### src/rtl/adfp_pkg.sv
// shared types, constants and the hex digit packing function of the air data frame parser
`default_nettype none
package adfp_pkg;

    localparam int WIN_LEN = 11;
    localparam int HDR_LEN = 7;
    localparam int NUM_CHARS = 8;
    localparam int NUM_SLOTS = 4;

    localparam logic [7:0] ADDR_PRIMARY   = 8'h01;
    localparam logic [7:0] ADDR_SECONDARY = 8'h02;
    localparam logic [7:0] KIND_BASE      = 8'h82;
    localparam logic [7:0] KIND_ALT       = 8'h87;

    localparam logic [7:0] CHAR_0 = 8'h30;
    localparam logic [7:0] CHAR_9 = 8'h39;
    localparam logic [7:0] CHAR_A = 8'h41;
    localparam logic [7:0] CHAR_F = 8'h46;
    localparam logic [3:0] ALPHA_OFFSET = 4'd9;

    typedef logic [7:0] t_hdr [HDR_LEN];
    localparam t_hdr HDR_PATTERN = '{8'h01, 8'h8F, 8'h30, 8'h30, 8'h30, 8'h30, 8'h0D};

    typedef logic [7:0] t_chars [NUM_CHARS];

    typedef enum logic [1:0] {
        SLOT_PRESSURE      = 2'd0,
        SLOT_STD_ALTITUDE  = 2'd1,
        SLOT_CLIMB_RATE    = 2'd2,
        SLOT_CORR_ALTITUDE = 2'd3
    } t_slot;

    typedef struct packed {
        logic        frame_hit;
        t_slot       slot;
        logic [31:0] word;
        logic        header_hit;
    } t_scan_hit;

    typedef struct packed {
        logic                        header_found;
        logic [NUM_SLOTS-1:0]        valid;
        logic [NUM_SLOTS-1:0][31:0]  bits;
    } t_result;

    function automatic logic [31:0] pack_digits(input t_chars c);
        logic [31:0] word;
        logic [3:0]  d;
        logic        ok;
        word = '0;
        for (int k = 0; k < NUM_CHARS; k++) begin
            d  = 4'h0;
            ok = 1'b0;
            if (c[k] >= CHAR_0 && c[k] <= CHAR_9) begin
                d  = c[k][3:0];
                ok = 1'b1;
            end else if (c[k] >= CHAR_A && c[k] <= CHAR_F) begin
                d  = c[k][3:0] + ALPHA_OFFSET;
                ok = 1'b1;
            end
            if (ok) begin
                word = {word[27:0], d};
            end
        end
        return word;
    endfunction

endpackage
`default_nettype wire

### src/rtl/adfp_scan.sv
// sliding byte window with frame decode, digit packing and header match
`default_nettype none
module adfp_scan
    import adfp_pkg::*;
(
    input  wire logic      i_clk,
    input  wire logic      i_rst_n,
    input  wire logic      i_step,
    input  wire logic      i_last,
    input  wire logic [7:0] i_byte,
    output t_scan_hit      o_hit
);

    localparam logic [3:0] SEEN_MAX = 4'(WIN_LEN);
    localparam logic [3:0] SEEN_HDR = 4'(HDR_LEN);

    logic [7:0] r_win [WIN_LEN];
    logic [7:0] n_win [WIN_LEN];
    logic [3:0] r_seen;
    logic [3:0] n_seen;
    t_chars     chars;
    logic       hdr_match;
    logic       addr_ok;
    logic       kind_ok;

    always_comb begin
        for (int k = 0; k < WIN_LEN - 1; k++) begin
            n_win[k] = r_win[k+1];
        end
        n_win[WIN_LEN-1] = i_byte;
        n_seen = (r_seen == SEEN_MAX) ? r_seen : r_seen + 4'd1;

        for (int k = 0; k < NUM_CHARS; k++) begin
            chars[k] = n_win[k+2];
        end

        hdr_match = 1'b1;
        for (int k = 0; k < HDR_LEN; k++) begin
            if (n_win[WIN_LEN-HDR_LEN+k] != HDR_PATTERN[k]) begin
                hdr_match = 1'b0;
            end
        end

        addr_ok = (n_win[0] == ADDR_PRIMARY) || (n_win[0] == ADDR_SECONDARY);
        kind_ok = (n_win[1] == KIND_BASE) || (n_win[1] == KIND_ALT);

        o_hit.frame_hit  = (n_seen == SEEN_MAX) && addr_ok && kind_ok;
        o_hit.slot       = t_slot'({n_win[0] == ADDR_SECONDARY, n_win[1] == KIND_ALT});
        o_hit.word       = pack_digits(chars);
        o_hit.header_hit = (n_seen >= SEEN_HDR) && hdr_match;
    end

    always_ff @(posedge i_clk) begin
        if (!i_rst_n) begin
            r_seen <= '0;
        end else if (i_step) begin
            r_seen <= i_last ? '0 : n_seen;
        end
    end

    always_ff @(posedge i_clk) begin
        if (i_step) begin
            for (int k = 0; k < WIN_LEN; k++) begin
                r_win[k] <= n_win[k];
            end
        end
    end

endmodule
`default_nettype wire

### src/rtl/adfp_accum.sv
// per chunk value store and result register
`default_nettype none
module adfp_accum
    import adfp_pkg::*;
(
    input  wire logic      i_clk,
    input  wire logic      i_rst_n,
    input  wire logic      i_step,
    input  wire logic      i_last,
    input  wire t_scan_hit i_hit,
    input  wire logic      i_take,
    output logic           o_valid,
    output t_result        o_result
);

    logic [NUM_SLOTS-1:0][31:0] r_words;
    logic [NUM_SLOTS-1:0][31:0] n_words;
    logic [NUM_SLOTS-1:0]       r_vseen;
    logic [NUM_SLOTS-1:0]       n_vseen;
    logic                       r_hdr;
    logic                       n_hdr;
    logic                       r_out_valid;
    t_result                    r_res;
    t_result                    n_res;

    always_comb begin
        n_words = r_words;
        n_vseen = r_vseen;
        if (i_hit.frame_hit) begin
            n_words[i_hit.slot] = i_hit.word;
            n_vseen[i_hit.slot] = 1'b1;
        end
        n_hdr = r_hdr | i_hit.header_hit;

        n_res.header_found = n_hdr;
        for (int k = 0; k < NUM_SLOTS; k++) begin
            n_res.valid[k] = n_hdr & n_vseen[k];
            n_res.bits[k]  = (n_hdr & n_vseen[k]) ? n_words[k] : 32'h0;
        end
    end

    always_ff @(posedge i_clk) begin
        if (!i_rst_n) begin
            r_vseen     <= '0;
            r_hdr       <= 1'b0;
            r_out_valid <= 1'b0;
        end else begin
            if (i_step) begin
                r_vseen <= i_last ? '0 : n_vseen;
                r_hdr   <= i_last ? 1'b0 : n_hdr;
            end
            if (i_step && i_last) begin
                r_out_valid <= 1'b1;
            end else if (i_take) begin
                r_out_valid <= 1'b0;
            end
        end
    end

    always_ff @(posedge i_clk) begin
        if (i_step) begin
            r_words <= n_words;
        end
        if (i_step && i_last) begin
            r_res <= n_res;
        end
    end

    assign o_valid  = r_out_valid;
    assign o_result = r_res;

endmodule
`default_nettype wire

### src/rtl/air_data_frame_parser.sv
// top level of the air data frame parser: input register, window scan and result register
//
//  channel | direction | handshake          | payload
//  --------+-----------+--------------------+-----------------------------------------------
//  bytes   | in        | i_valid / o_stall  | i_data_byte, i_chunk_end
//  result  | out       | o_valid / i_stall  | o_header_found, four o_*_bits / o_*_valid pairs
//
//  one byte per cycle; a request is registered, then scanned and folded into the store
//  the result of a chunk is registered once its last byte has passed the input register and the scan
//  only a last byte waits on a stalled result register; other bytes keep flowing
//  synchronous active-low reset clears the fill count, the store flags and both valids
`default_nettype none
module air_data_frame_parser
    import adfp_pkg::*;
(
    input  wire logic        i_clk,
    input  wire logic        i_rst_n,
    input  wire logic        i_valid,
    output logic             o_stall,
    input  wire logic [7:0]  i_data_byte,
    input  wire logic        i_chunk_end,
    output logic             o_valid,
    input  wire logic        i_stall,
    output logic             o_header_found,
    output logic [31:0]      o_pressure_bits,
    output logic             o_pressure_valid,
    output logic [31:0]      o_std_altitude_bits,
    output logic             o_std_altitude_valid,
    output logic [31:0]      o_climb_rate_bits,
    output logic             o_climb_rate_valid,
    output logic [31:0]      o_corr_altitude_bits,
    output logic             o_corr_altitude_valid
);

    logic       r_in_valid;
    logic [7:0] r_in_byte;
    logic       r_in_end;
    logic       blocked;
    logic       step;
    logic       out_valid;
    t_scan_hit  hit;
    t_result    result;

    assign blocked = r_in_end && out_valid && i_stall;
    assign step    = r_in_valid && !blocked;
    assign o_stall = r_in_valid && blocked;

    always_ff @(posedge i_clk) begin
        if (!i_rst_n) begin
            r_in_valid <= 1'b0;
        end else if (!o_stall) begin
            r_in_valid <= i_valid;
        end
    end

    always_ff @(posedge i_clk) begin
        if (i_valid && !o_stall) begin
            r_in_byte <= i_data_byte;
            r_in_end  <= i_chunk_end;
        end
    end

    adfp_scan u_scan (
        .i_clk   (i_clk),
        .i_rst_n (i_rst_n),
        .i_step  (step),
        .i_last  (r_in_end),
        .i_byte  (r_in_byte),
        .o_hit   (hit)
    );

    adfp_accum u_accum (
        .i_clk    (i_clk),
        .i_rst_n  (i_rst_n),
        .i_step   (step),
        .i_last   (r_in_end),
        .i_hit    (hit),
        .i_take   (out_valid && !i_stall),
        .o_valid  (out_valid),
        .o_result (result)
    );

    assign o_valid               = out_valid;
    assign o_header_found        = result.header_found;
    assign o_pressure_bits       = result.bits[SLOT_PRESSURE];
    assign o_pressure_valid      = result.valid[SLOT_PRESSURE];
    assign o_std_altitude_bits   = result.bits[SLOT_STD_ALTITUDE];
    assign o_std_altitude_valid  = result.valid[SLOT_STD_ALTITUDE];
    assign o_climb_rate_bits     = result.bits[SLOT_CLIMB_RATE];
    assign o_climb_rate_valid    = result.valid[SLOT_CLIMB_RATE];
    assign o_corr_altitude_bits  = result.bits[SLOT_CORR_ALTITUDE];
    assign o_corr_altitude_valid = result.valid[SLOT_CORR_ALTITUDE];

endmodule
`default_nettype wire
### config.mk
export PLATFORM = sky130hd
export DESIGN_NAME = air_data_frame_parser
export DESIGN_NICKNAME = d
export VERILOG_FILES = /design/src/rtl/adfp_pkg.sv /design/src/rtl/adfp_scan.sv /design/src/rtl/adfp_accum.sv /design/src/rtl/air_data_frame_parser.sv
export SDC_FILE = /design/constraint.sdc
export NUM_CORES = 1
export LEC_CHECK = 0
export CAP_MARGIN = 20
export CORE_UTILIZATION = 51
export CTS_BUF_LIST = sky130_fd_sc_hd__clkbuf_8
export CTS_CLUSTER_DIAMETER = 120
export DETAILED_ROUTE_END_ITERATION = 16
export DONT_BUFFER_PORTS = 1
export PLACE_DENSITY_LB_ADDON = 0.25
export SYNTH_ARGS = -nofsm -noshare
export SYNTH_HDL_FRONTEND = slang
export SYNTH_SLANG_ARGS = --single-unit
export TNS_END_PERCENT = 1
### constraint.sdc
create_clock -name i_clk -period 11.95 [get_ports i_clk]
set_input_delay 2.39 -clock i_clk [delete_from_list [all_inputs] [get_ports i_clk]]
set_output_delay 2.39 -clock i_clk [all_outputs]
set_load 0.005 [all_outputs]
After elaboration in Yosys (flattened, before gate mapping)
Memory sizes are Yosys's and may differ from the RTL's. Cells that the tools add are included. Widths: inputs -> output; s select.

Input port bits: 13. Word-level logic and storage cells: 176. Memory bits (writable): 88. Output and inout port bits: 135. Memories: 1. Register bits after elaboration: 281.

Memory list: u_scan.r_win (words 11, bits a word 8, read ports 10, clocked after Yosys merged registers in 0, wr ports 11, line adfp_scan.sv:17) `logic [7:0] r_win [WIN_LEN];`.

Add/sub/neg operators: 9. Eq/ne operators: 13. Order comparisons: 35. Reduce and logical (&&, ||, !) cells: 33. Bitwise gates (word level): 6. Muxes and demuxes: 62.

Operators with widths (count): $bwmux 128 (1); $mux 128 (1); $mux 4 (21); $demux 32 s2 (1); $ge 8x6->1 const B (8); $ge 8x7->1 const B (8); $le 8x6->1 const B (8); $le 8x7->1 const B (8); $mux 32 (2); $add 4x4->4 const B (8); $ne 8x6->1 const B (4); $mux 1 (29); $mux 28 (1); $logic_and 1x1->1 (27); $mux 24 (1); $mux 20 (1); $eq 8x8->1 const B (2); $mux 16 (1); $mux 12 (1); $eq 4x4->1 const B (2); $eq 8x1->1 const B (1); $eq 8x2->1 const B (1); $mux 8 (1); $ne 8x1->1 const B (1); 13 further kinds (19).

Depth between registers and ports, before layout
Gate-level depths: netlist (run 1). An unclocked memory read counts as a cell.

Depth after elaboration: 15. Mapped depth: 15. Gate-level depth less buffers: 12.

Modules after synthesis
Synthesis (run 1) repeated with hierarchy kept, for this count alone.

Cell total of the unflattened synthesis: 1368. Area total of the unflattened synthesis: 18303.8 µm².

By module, submodules not included: adfp_accum (cells each 791, area each 12403.1 µm², instances 1, seq. area each 7957.6 µm²); adfp_scan (cells each 561, area each 5567.8 µm², instances 1, seq. area each 2482.4 µm²); air_data_frame_parser (cells each 16, area each 332.8 µm², instances 1, seq. area each 290.3 µm²).

Worst setup path before layout (run 1)
No wires, ideal clock.

Path type: input port to flip-flop. Start: input port i_stall. End: register u_accum.r_res, in the netlist u_accum.o_result[0], enable pin. Arrival time: 11813 ps. Setup slack: -344 ps. Cell stages on the path: 5. Buffers on the path: 1. Cells stage by stage: nand3_1 -> and2_1 -> clkbuf_1 -> nand2_1 -> inv_1.

Cells in the longest elaborated chain, start to end: 4.

Ends and longest elaborated chain: start: declaration (line air_data_frame_parser.sv:23) `input wire logic i_stall,`; $logic_and 1x1->1 (line air_data_frame_parser.sv:44) `assign blocked = r_in_end && out_valid && i_stall;`; $logic_not 1->1 (line air_data_frame_parser.sv:45) `assign step = r_in_valid && !blocked;`; $logic_and 1x1->1 (line air_data_frame_parser.sv:45); named net step (line air_data_frame_parser.sv:39) `logic step;`; $logic_and 1x1->1 (line adfp_accum.sv:64) `if (i_step && i_last) begin`; end signal: assignment (line adfp_accum.sv:65) `r_res <= n_res;`; end: declaration (line adfp_accum.sv:23) `t_result r_res;`.

The timed path passes the listed nets, and every way through them passes these cells. A chain may end at the register's enable or synchronous reset.

==> results.json, run 1 <==
{
  "min_to": "u_scan.r_win[1][7]$_DFFE_PP_",
  "synth.largest_area_cell": "edfxtp_1",
  "skew_ns": 0.03457,
  "status": "completed",
  "p_switching_mw": 0.5757,
  "period_needed_ns": 5.174,
  "die_y_um": 189.0,
  "endpoint_kind": "flip-flop",
  "ys_seq_area_share_pct": 60.19,
  "p_sw_share_pct": 23.09,
  "grt-ovfl-total": 0,
  "setup_tns_ns": 0,
  "firstDrtPassIters": 6,
  "cts_num_sinks": 361,
  "fillCellCount": 2886,
  "maxSlewHeadroom_pct": 28.94,
  "synth_fp_nets": 1599,
  "grt_max_degree": 84,
  "worstSkewPairLatency_ns": 0.66,
  "cp.required_ns": 12.36,
  "totalWireLength_mm": 45.88,
  "hp-start": "u_scan.r_win[2][7]$_DFFE_PP_",
  "holdWs_ns": 0.4387,
  "area_growth_pct": 8.752,
  "cts_buffers": 56,
  "ant_nets": 0,
  "r2r_cells": 11,
  "die-area_mm2": 0.03571,
  "synth_area_mm2": 0.01783,
  "num_vias": 12851,
  "cp_num_buf_inv": 1,
  "yosys.cell_types.count": 93,
  "clk_pin_slew_ns": 0.06,
  "grt_pass1_vias": 11680,
  "slew_viol_final": 0,
  "hold_depth": 0,
  "worst-path-stages": 11,
  "wire_per_inst_um": 22.21,
  "cp_slowest_cell": "o21ai_0",
  "core.rowCount": 68,
  "worstPathArrival_ns": 5.58,
  "dpl-instance-area_mm2": 0.01830,
  "ys_ff_latch": 361,
  "vdd_drop_max_mv": 0.08117,
  "hold_class": "reg -> reg",
  "critPathMaxStageDelay_ns": 0.86,
  "yosysWarningCount": 0,
  "final_area_mm2": 0.01939,
  "synthTopCellsByCount": "350 x edfxtp_1, 189 x nand2_1, 145 x nor2_1, 103 x a21oi_1, 78 x o21ai_0",
  "setup_viol": 0,
  "internal_power_mw": 1.918,
  "syn_inst": 1553,
  "post-route-period-util_pct": 43.29,
  "via_per_inst": 6.220,
  "grt_setup_unrepaired": "false",
  "path_max_fanout": 27,
  "timing.rr.end": "u_accum.o_result[35]$_SDFFCE_PN0P_",
  "port_buffers": 0,
  "core_area_mm2": 0.03446,
  "power_leakage_nw": 6.713,
  "seqPwrFrac_pct": 56.9,
  "cts_setup_buffers": 0,
  "chipWidth_um": 189.0,
  "diodes": 0,
  "gp_congestion": 0.8893,
  "initial_core_util_pct": 51.74,
  "ios": 148,
  "max_slew.worst_pin.slew_ns": 1.055,
  "grtUsageTotal_pct": 25.24,
  "fmax_ghz": 0.1933,
  "r2r_start": "u_scan.r_win[6][0]$_DFFE_PP_",
  "antenna_found_initial": 0,
  "yosysTopAreaCellShare_pct": 58.95,
  "hold_viol": 0,
  "power_frac_comb_pct": 4.1,
  "hpwl_mm": 31.48,
  "nets": 1612,
  "syn_avg_cell_area_um2": 11.48,
  "cts_tree": "done",
  "critPathTopFamily": "compound AO/OA/AOI/OAI gates",
  "dr.first_iter.drc_count": 1551,
  "drive_gt1_share_pct": 10.92,
  "post_cts_resized": 0,
  "cts_hold_buf": 0,
  "p_per_area_mw_per_mm2": 128.6,
  "worstPathCellList": "inv_1 > ha_1 > or3b_2 > o2111a_1 > nor2_2 > a21oi_1 > o31ai_1 > a21oi_1 > o21ai_0 > o21ai_0 > and2_1",
  "startpoint_type": "flip-flop",
  "r2r_setup_slack_ns": 6.78,
  "clock_path_buffers": 3,
  "clkPwrFrac_pct": 39.0,
  "synth_edf_count": 350,
  "yosysMostFrequentCell": "edfxtp_1",
  "drc": 0,
  "crit_type": "reg -> reg",
  "htreeDepth": 2,
  "synth_area_leaders": "edfxtp_1 59%, nand2_1 4.0%, nor2_1 3.1%",
  "clock-root-buffer": "clkbuf_8",
  "synth-main-ff-cell": "edfxtp_1",
  "timing.max_cap.violations": 0,
  "async_reset_ff_share_pct": 0,
  "grt_pass1_wl_mm": 68.89
}
==> cell usage in the layout (no fill, tap or decap), drive strengths merged, types with 12 or more instances in the layout <==
master  instances
nand3          31
mux2i          12
nand2b         13
o21a           12
o22ai          24
nor3           51
nand2         191
nor2b          17
buf            27
clkinv         22
a211oi         45
o21ai          87
inv            50
a21oi         105
nor4           24
ha             33
nor2          147
a22oi          23
edfxtp        350
and2           49
mux2           16
clkbuf         58
==> flip-flops by register name (all words and copies together), names as in the netlist <==
signal / cells
u_accum.o_result: 133
u_accum.r_words: 128
r_in_valid: 1
r_in_end: 1
u_accum.r_vseen: 4
u_accum.o_valid: 1
u_scan.r_seen: 4
u_accum.r_hdr: 1
u_scan.r_win: 80
r_in_byte: 8
==> cells by family (layout without fill, tap and decap cells) <==
group                      Yosys count  count (layout)  share of synthesized area (%)
xor gates and xnor gates             5               5                         0.2456
adders and majority gates           33              33                          2.316
AOI/OAI and AO/OA                  422             422                          16.32
muxes                               28              28                          1.684
DFF                                361             361                          60.19
buffers and inverters              103             161                          2.351
and+or+nand+nor                    601             601                          16.90
==> stage by stage <==
step,total power [mW],cells,setup slack [ns],utilization [%]
6_report,2.494,2066,6.776,56.27
3_3_place_gp,1.543,1959,6.594,53.12
2_1_floorplan,1.515,1553,3.149,-
5_1_grt,2.570,2066,6.652,56.27
4_1_cts,2.514,2062,6.878,56.15
3_5_place_dp,1.546,1959,6.509,53.12
==> per-layer routing <==
layer | share of wire [%] | wire length, um | global-route usage [%]
met4 | 2.6 | 1193 | 9.026
met1 | 44 | 20130 | 36.28
met3 | 6.7 | 3090 | 3.244
met5 | 0 | 0 | 0
met2 | 47 | 21460 | 39.42
==> power by group through the flow <==
| stage | clock (mW) | combinational (mW) | sequential, mW |
|---|---|---|---|
| 5_1_grt | 1.04 | 0.110 | 1.42 |
| 3_3_place_gp | 0 | 0.0987 | 1.44 |
| 6_report | 0.973 | 0.102 | 1.42 |
| 2_1_floorplan | 0 | 0.0714 | 1.44 |
| 4_1_cts | 0.994 | 0.101 | 1.42 |
| 3_5_place_dp | 0 | 0.101 | 1.45 |
==> worst max-delay path by stage <==
stage | from | endpoint | slack, ns
6_report | u_scan.r_win[6][0]$_DFFE_PP_ | u_accum.o_result[35]$_SDFFCE_PN0P_ | 6.78
5_1_grt | u_scan.r_win[6][1]$_DFFE_PP_ | u_accum.o_result[35]$_SDFFCE_PN0P_ | 6.65
4_1_cts | i_stall | o_stall | 6.88
3_5_place_dp | i_stall | u_accum.o_result[132]$_DFFE_PP_ | 6.51
3_3_place_gp | i_stall | u_accum.o_result[98]$_SDFFCE_PN0P_ | 6.59
2_1_floorplan | i_stall | u_accum.o_result[0]$_SDFFCE_PN0P_ | 3.15
==> cell type report <==
type                       count  area (um2)  area share (%)
clock inverter                46       261.5           1.349
inverter                      30       115.1          0.5937
clock buffer                  57       784.5           4.046
tap                          455       569.3           2.936
multi-input combinational   1089        6709           34.60
sequential                   361       10730           55.34
timing repair buffer          28       219.0           1.129
No activity file was read; power rests on OpenSTA's default activity.
==> run 2, diff against run 1 <==
- clock period: 11.95 -> 4.9 ns (I/O delays scaled with it)
==> results.json, run 2 (synthesis gave the netlist of run 1 again) <==
{
  "status": "completed",
  "grt_pass1_wl_mm": 75.45,
  "hold_viol": 0,
  "initial_core_util_pct": 51.74,
  "cts_buffers": 58,
  "totalWireLength_mm": 49.80,
  "clock-root-buffer": "clkbuf_8",
  "setup_ws_ns": 0.2551,
  "gp_congestion": 0.9477,
  "internal_power_mw": 4.989,
  "min_to": "r_in_byte[1]$_DFFE_PP_",
  "endpoint_kind": "flip-flop",
  "grt-ovfl-total": 0,
  "largest_reg_flops": 133,
  "grtUsageTotal_pct": 27.85,
  "cts_hold_buf": 0,
  "period_needed_ns": 4.645,
  "cts_tree": "done",
  "cp.required_ns": 5.29,
  "vdd_drop_max_mv": 0.2161,
  "hp-start": "i_data_byte[1]",
  "cts_num_sinks": 361,
  "fmax_ghz": 0.2153,
  "hold_depth": 0,
  "layout_common_cells": "350 x edfxtp_1, 189 x nand2_1, 144 x nor2_1, 103 x a21oi_1, 74 x o21ai_0",
  "die_y_um": 189.0,
  "startpoint_type": "flip-flop",
  "grt_pass1_vias": 12496,
  "slew_viol_final": 0,
  "power_mw": 6.468,
  "nets": 1641,
  "p_sw_share_pct": 22.87,
  "die-area_mm2": 0.03571,
  "place_ws_ns": 0.4152,
  "ios": 148,
  "port_buffers": 0,
  "regArea_mm2": 0.01073,
  "p_per_area_mw_per_mm2": 326.8,
  "final_common_cell": "edfxtp_1",
  "grt_max_degree": 82,
  "via_per_inst": 6.281,
  "skew_ns": 0.03499,
  "clkPwrFrac_pct": 42.4,
  "maxSlewHeadroom_pct": 27.57,
  "dr.first_iter.drc_count": 1629,
  "firstDrtPassIters": 6,
  "path_max_fanout": 9,
  "clk_pin_slew_ns": 0.08,
  "hold_class": "in -> reg",
  "worstPathArrival_ns": 5.04,
  "hpwl_mm": 34.69,
  "max_slew.worst_pin.slew_ns": 1.086,
  "post_cts_resized": 0,
  "r2r_start": "u_scan.r_win[5][1]$_DFFE_PP_",
  "p_switching_mw": 1.479,
  "antenna_found_initial": 0,
  "chipWidth_um": 189.0,
  "grt_setup_unrepaired": "false",
  "num_vias": 13190,
  "diodes": 0,
  "drc": 0,
  "power_frac_comb_pct": 4.1,
  "r2r_setup_slack_ns": 0.26,
  "holdWs_ns": 0.4212,
  "timing.rr.end": "u_accum.o_result[99]$_SDFFCE_PN0P_",
  "seqPwrFrac_pct": 53.5,
  "fillCellCount": 2887,
  "multiInputGateArea_mm2": 0.006709,
  "r2r_cells": 11,
  "core.rowCount": 68,
  "drive_gt1_share_pct": 13.01,
  "crit_type": "reg -> reg",
  "setup_viol": 0,
  "core_area_mm2": 0.03446,
  "htreeDepth": 2,
  "timing.max_cap.violations": 0,
  "wire_per_inst_um": 23.72,
  "power_leakage_nw": 6.893,
  "setup_tns_ns": 0,
  "cts_setup_buffers": 0,
  "clock_path_buffers": 3,
  "post-route-period-util_pct": 94.79,
  "area_growth_pct": 11.00,
  "worstSkewPairLatency_ns": 0.66,
  "ant_nets": 0
}
==> run 2: cell types whose count changed in the layout (fill, tap and decap cells not counted), sizes merged <==
| cell | delta |
|---|---|
| clkbuf | +4 |
| bufinv | +4 |
| inv | -12 |
| buf | +28 |
| clkinv | +10 |
==> run 2: critical path: stages, from the launching register on <==
cell and delay, ns:
edfxtp_1 0.46, inv_1 0.10, ha_1 0.22, or4b_4 0.49
o2111a_1 0.30, a32oi_1 0.37, a21oi_1 0.18, o31ai_1 0.77
a21oi_1 0.20, o21ai_0 0.78, o21ai_0 0.27, and2_1 0.21
==> run 2: worst max path at each step <==
stage / endpoint / start
2_1_floorplan: u_accum.o_result[0]$_SDFFCE_PN0P_ / i_stall
3_3_place_gp: u_accum.o_result[99]$_SDFFCE_PN0P_ / u_scan.r_win[5][0]$_DFFE_PP_
3_5_place_dp: u_accum.o_result[99]$_SDFFCE_PN0P_ / u_scan.r_win[5][1]$_DFFE_PP_
4_1_cts: u_accum.o_result[99]$_SDFFCE_PN0P_ / u_scan.r_win[5][1]$_DFFE_PP_
5_1_grt: u_accum.o_result[99]$_SDFFCE_PN0P_ / u_scan.r_win[5][1]$_DFFE_PP_
6_report: u_accum.o_result[99]$_SDFFCE_PN0P_ / u_scan.r_win[5][1]$_DFFE_PP_
==> run 2: stage by stage <==
| step | util [%] | cell area, um2 | std cells |
|---|---|---|---|
| floorplan | - | 17840 | 1553 |
| global placement | 53.87 | 18560 | 1990 |
| detailed placement | 53.87 | 18560 | 1990 |
| CTS | 57.43 | 19790 | 2100 |
| global route | 57.43 | 19790 | 2100 |
| finish | 57.43 | 19790 | 2100 |
==> run 2: cell type report <==
type                       instances  share of cell area, %
clock buffer                      62                  4.312
clock inverter                    48                  1.884
inverter                          30                 0.5880
multi-input combinational       1089                  33.90
sequential                       361                  54.22
tap                              455                  2.877
timing repair buffer              55                  2.213
==> run 2: routing by layer <==
layer  track usage [%]  share of wire (%)  vias to the layer above
li1                  -                  -                     6054
met1             38.73                 43                     6404
met2             44.06                 46                      630
met3             3.837                7.2                      102
met4             11.54                3.8                        0
met5                 0                  0                        -
==> run 2: power groups by stage <==
stage / registers, mW / clock network, mW / logic (mW)
3_5_place_dp: 3.53 / 0 / 0.262
5_1_grt: 3.47 / 2.90 / 0.287
4_1_cts: 3.46 / 2.78 / 0.262
2_1_floorplan: 3.51 / 0 / 0.175
6_report: 3.46 / 2.74 / 0.265
3_3_place_gp: 3.52 / 0 / 0.258
==> run 3, diff against run 2 <==
- ABC_AREA: default -> 1
==> results.json, run 3 <==
{
  "cp_common_cell": "nand2_1",
  "fmax_ghz": 0.2876,
  "firstDrtPassIters": 6,
  "ios": 148,
  "clk_pin_slew_ns": 0.06,
  "die_y_um": 185.2,
  "largest_reg_flops": 133,
  "synth_fp_nets": 1748,
  "synthTopCellsByCount": "362 x nand2_1, 350 x edfxtp_1, 221 x inv_1, 194 x nand3_1, 190 x nor2_1",
  "worstPathArrival_ns": 3.80,
  "clock_path_buffers": 3,
  "r2r_start": "u_scan.r_win[6][1]$_DFFE_PP_",
  "synthMuxAreaShare_pct": 0.06578,
  "use_met2_pct": 37.57,
  "core.rowCount": 66,
  "cp.required_ns": 5.23,
  "p_switching_mw": 1.373,
  "period_needed_ns": 3.478,
  "initial_core_util_pct": 52.22,
  "timing.max_cap.violations": 0,
  "nets": 1766,
  "power_frac_comb_pct": 3.4,
  "synth_compound_area_share_pct": 3.830,
  "post_cts_resized": 0,
  "area_growth_pct": 8.456,
  "cp_slowest_cell": "edfxtp_1",
  "grt_pass1_vias": 11495,
  "layout_common_cells": "362 x nand2_1, 350 x edfxtp_1, 239 x inv_1, 194 x nand3_1, 189 x nor2_1",
  "synth_simple_gate_area_share_pct": 23.23,
  "r2r_setup_slack_ns": 1.42,
  "cts_tree": "done",
  "syn_inst": 1702,
  "timing.rr.end": "u_accum.o_result[77]$_SDFFCE_PN0P_",
  "setup_viol": 0,
  "yosys.cell_types.count": 45,
  "hold_class": "reg -> reg",
  "final_area_mm2": 0.01857,
  "ys_seq_area_share_pct": 62.68,
  "synth_top_family_by_area": "simple AND/OR/NAND/NOR gates",
  "critPathMaxStageDelay_ns": 0.43,
  "die-area_mm2": 0.03431,
  "power_mw": 6.082,
  "yosysTopAreaCellShare_pct": 61.39,
  "gp_congestion": 0.9248,
  "vdd_drop_max_mv": 0.2546,
  "synth-xor-area-share_pct": 0.8697,
  "dpl-instance-area_mm2": 0.01750,
  "crit_type": "reg -> reg",
  "synth_area_leaders": "edfxtp_1 61%, nand2_1 7.9%, nand3_1 5.7%",
  "port_buffers": 0,
  "hold_depth": 0,
  "grt_max_degree": 129,
  "ys_ff_latch": 361,
  "cts_num_sinks": 361,
  "hold_viol": 0,
  "totalWireLength_mm": 40.20,
  "gr-max-usage-layer": "met2",
  "ant_nets": 0,
  "chipWidth_um": 185.2,
  "internal_power_mw": 4.709,
  "slew_viol_final": 0,
  "post-route-period-util_pct": 70.97,
  "fin_cells": 2209,
  "grt-ovfl-total": 0,
  "p_per_area_mw_per_mm2": 327.6,
  "synth-main-ff-cell": "edfxtp_1",
  "grtUsageTotal_pct": 23.84,
  "cts_setup_buffers": 0,
  "cts_buffers": 56,
  "dr.first_iter.drc_count": 1202,
  "htreeDepth": 2,
  "gr-usage-met1_pct": 31.42,
  "worstSkewPairLatency_ns": 0.61,
  "maxSlewHeadroom_pct": 29.87,
  "clock-root-buffer": "clkbuf_8",
  "skew_ns": 0.02987,
  "power_leakage_nw": 6.920,
  "p_sw_share_pct": 22.58,
  "path_max_fanout": 18,
  "hp-start": "u_scan.r_win[2][6]$_DFFE_PP_",
  "grt_setup_unrepaired": "false",
  "async_reset_ff_share_pct": 0,
  "antenna_found_initial": 1,
  "seqPwrFrac_pct": 56.7,
  "worstPathCellList": "inv_1 > ha_1 > nor2_1 > nor2_1 > o21bai_2 > inv_1 > nor2_4 > inv_2 > nand3_1 > nand2_1 > nand2_1 > nand3_1 > nand3_1 > nand2_1 > nand2_1 > nand3_1 > nand2_1 > nor2_1",
  "setup_tns_ns": 0,
  "cts_hold_buf": 0,
  "startpoint_type": "flip-flop",
  "core_area_mm2": 0.03278,
  "synth_fa_ha_area_share_pct": 2.412,
  "synth_area_mm2": 0.01712,
  "drc": 0,
  "synth.largest_area_cell": "edfxtp_1",
  "grt_pass1_wl_mm": 62.07,
  "yosysWarningCount": 0,
  "synth_edf_count": 350,
  "dp_cells": 2104,
  "wire_per_inst_um": 18.20,
  "num_vias": 11773,
  "syn_avg_cell_area_um2": 10.06,
  "status": "completed",
  "min_to": "u_scan.r_win[1][6]$_DFFE_PP_",
  "final_common_cell": "nand2_1",
  "hpwl_mm": 26.50,
  "yosysMostFrequentCell": "nand2_1",
  "endpoint_kind": "flip-flop",
  "drive_gt1_share_pct": 10.93,
  "r2r_cells": 18,
  "max_slew.worst_pin.slew_ns": 1.048,
  "grtUsageMet3_pct": 6.882,
  "via_per_inst": 5.330,
  "final_util_pct": 56.64,
  "clkPwrFrac_pct": 39.9
}
-- run 3: cell type report --
type / count / area [um2]
diodes: 1 / 2.502
multi-input cells: 1053 / 5215
clock buffers: 57 / 784.5
fillers: 2841 / 14220
well taps: 442 / 553.0
clock inverters: 47 / 279.0
repair buffers: 11 / 107.6
inverters: 237 / 895.9
flip-flops and latches: 361 / 10730
-- run 3: metal layers --
metal  share of wire (%)  up-vias  wire (um)
met5                   0        -          0
met1                  43     5536      17150
met4                 2.8        0       1123
li1                    -     5697          -
met2                  45      462      18240
met3                 9.2       78       3691
-- run 3: how the worst max path moves through the flow --
stage                                   from                                  to  depth (start not counted)
2_1_floorplan                        i_stall   u_accum.o_result[0]$_SDFFCE_PN0P_                          7
3_3_place_gp   u_scan.r_win[10][0]$_DFFE_PP_  u_accum.o_result[76]$_SDFFCE_PN0P_                         10
3_5_place_dp    u_scan.r_win[6][1]$_DFFE_PP_  u_accum.o_result[76]$_SDFFCE_PN0P_                         18
4_1_cts         u_scan.r_win[6][1]$_DFFE_PP_  u_accum.o_result[76]$_SDFFCE_PN0P_                         18
5_1_grt         u_scan.r_win[6][1]$_DFFE_PP_  u_accum.o_result[76]$_SDFFCE_PN0P_                         18
6_report        u_scan.r_win[6][1]$_DFFE_PP_  u_accum.o_result[77]$_SDFFCE_PN0P_                         18
-- run 3: through the flow --
| step | hold slack, ns | worst slack [ns] |
|---|---|---|
| finish | 0.4366 | 1.422 |
| global route | 0.4375 | 1.158 |
| CTS | 0.4316 | 1.525 |
| detailed placement | 0.4291 | 1.547 |
| global placement | 0.4209 | 1.633 |
| floorplan | 0.4166 | -1.863 |
-- run 3: kinds of logic (layout without fill, tap and decap cells) --
group,after synthesis,in the layout
other cells,0,1
flops,361,361
simple gates,879,879
compound gates,123,123
xor+xnor,17,17
fa+ha+maj,33,33
mux,1,1
buf+inv,288,352
-- run 3: power by group through the flow --
stage | clock (mW) | combinational (mW) | sequential, mW
5_1_grt | 2.59 | 0.231 | 3.46
3_5_place_dp | 0 | 0.206 | 3.52
6_report | 2.42 | 0.207 | 3.45
4_1_cts | 2.47 | 0.207 | 3.45
2_1_floorplan | 0 | 0.146 | 3.52
3_3_place_gp | 0 | 0.202 | 3.51
-- run 3: critical path: cells and delay by family (launching register included) --
kind / cells / cell delay [ns]
buffers and inverters: 3 / 0.49
DFF: 1 / 0.43
and+or+nand+nor: 13 / 1.79
adders and majority gates: 1 / 0.22
AOI/OAI and AO/OA: 1 / 0.25
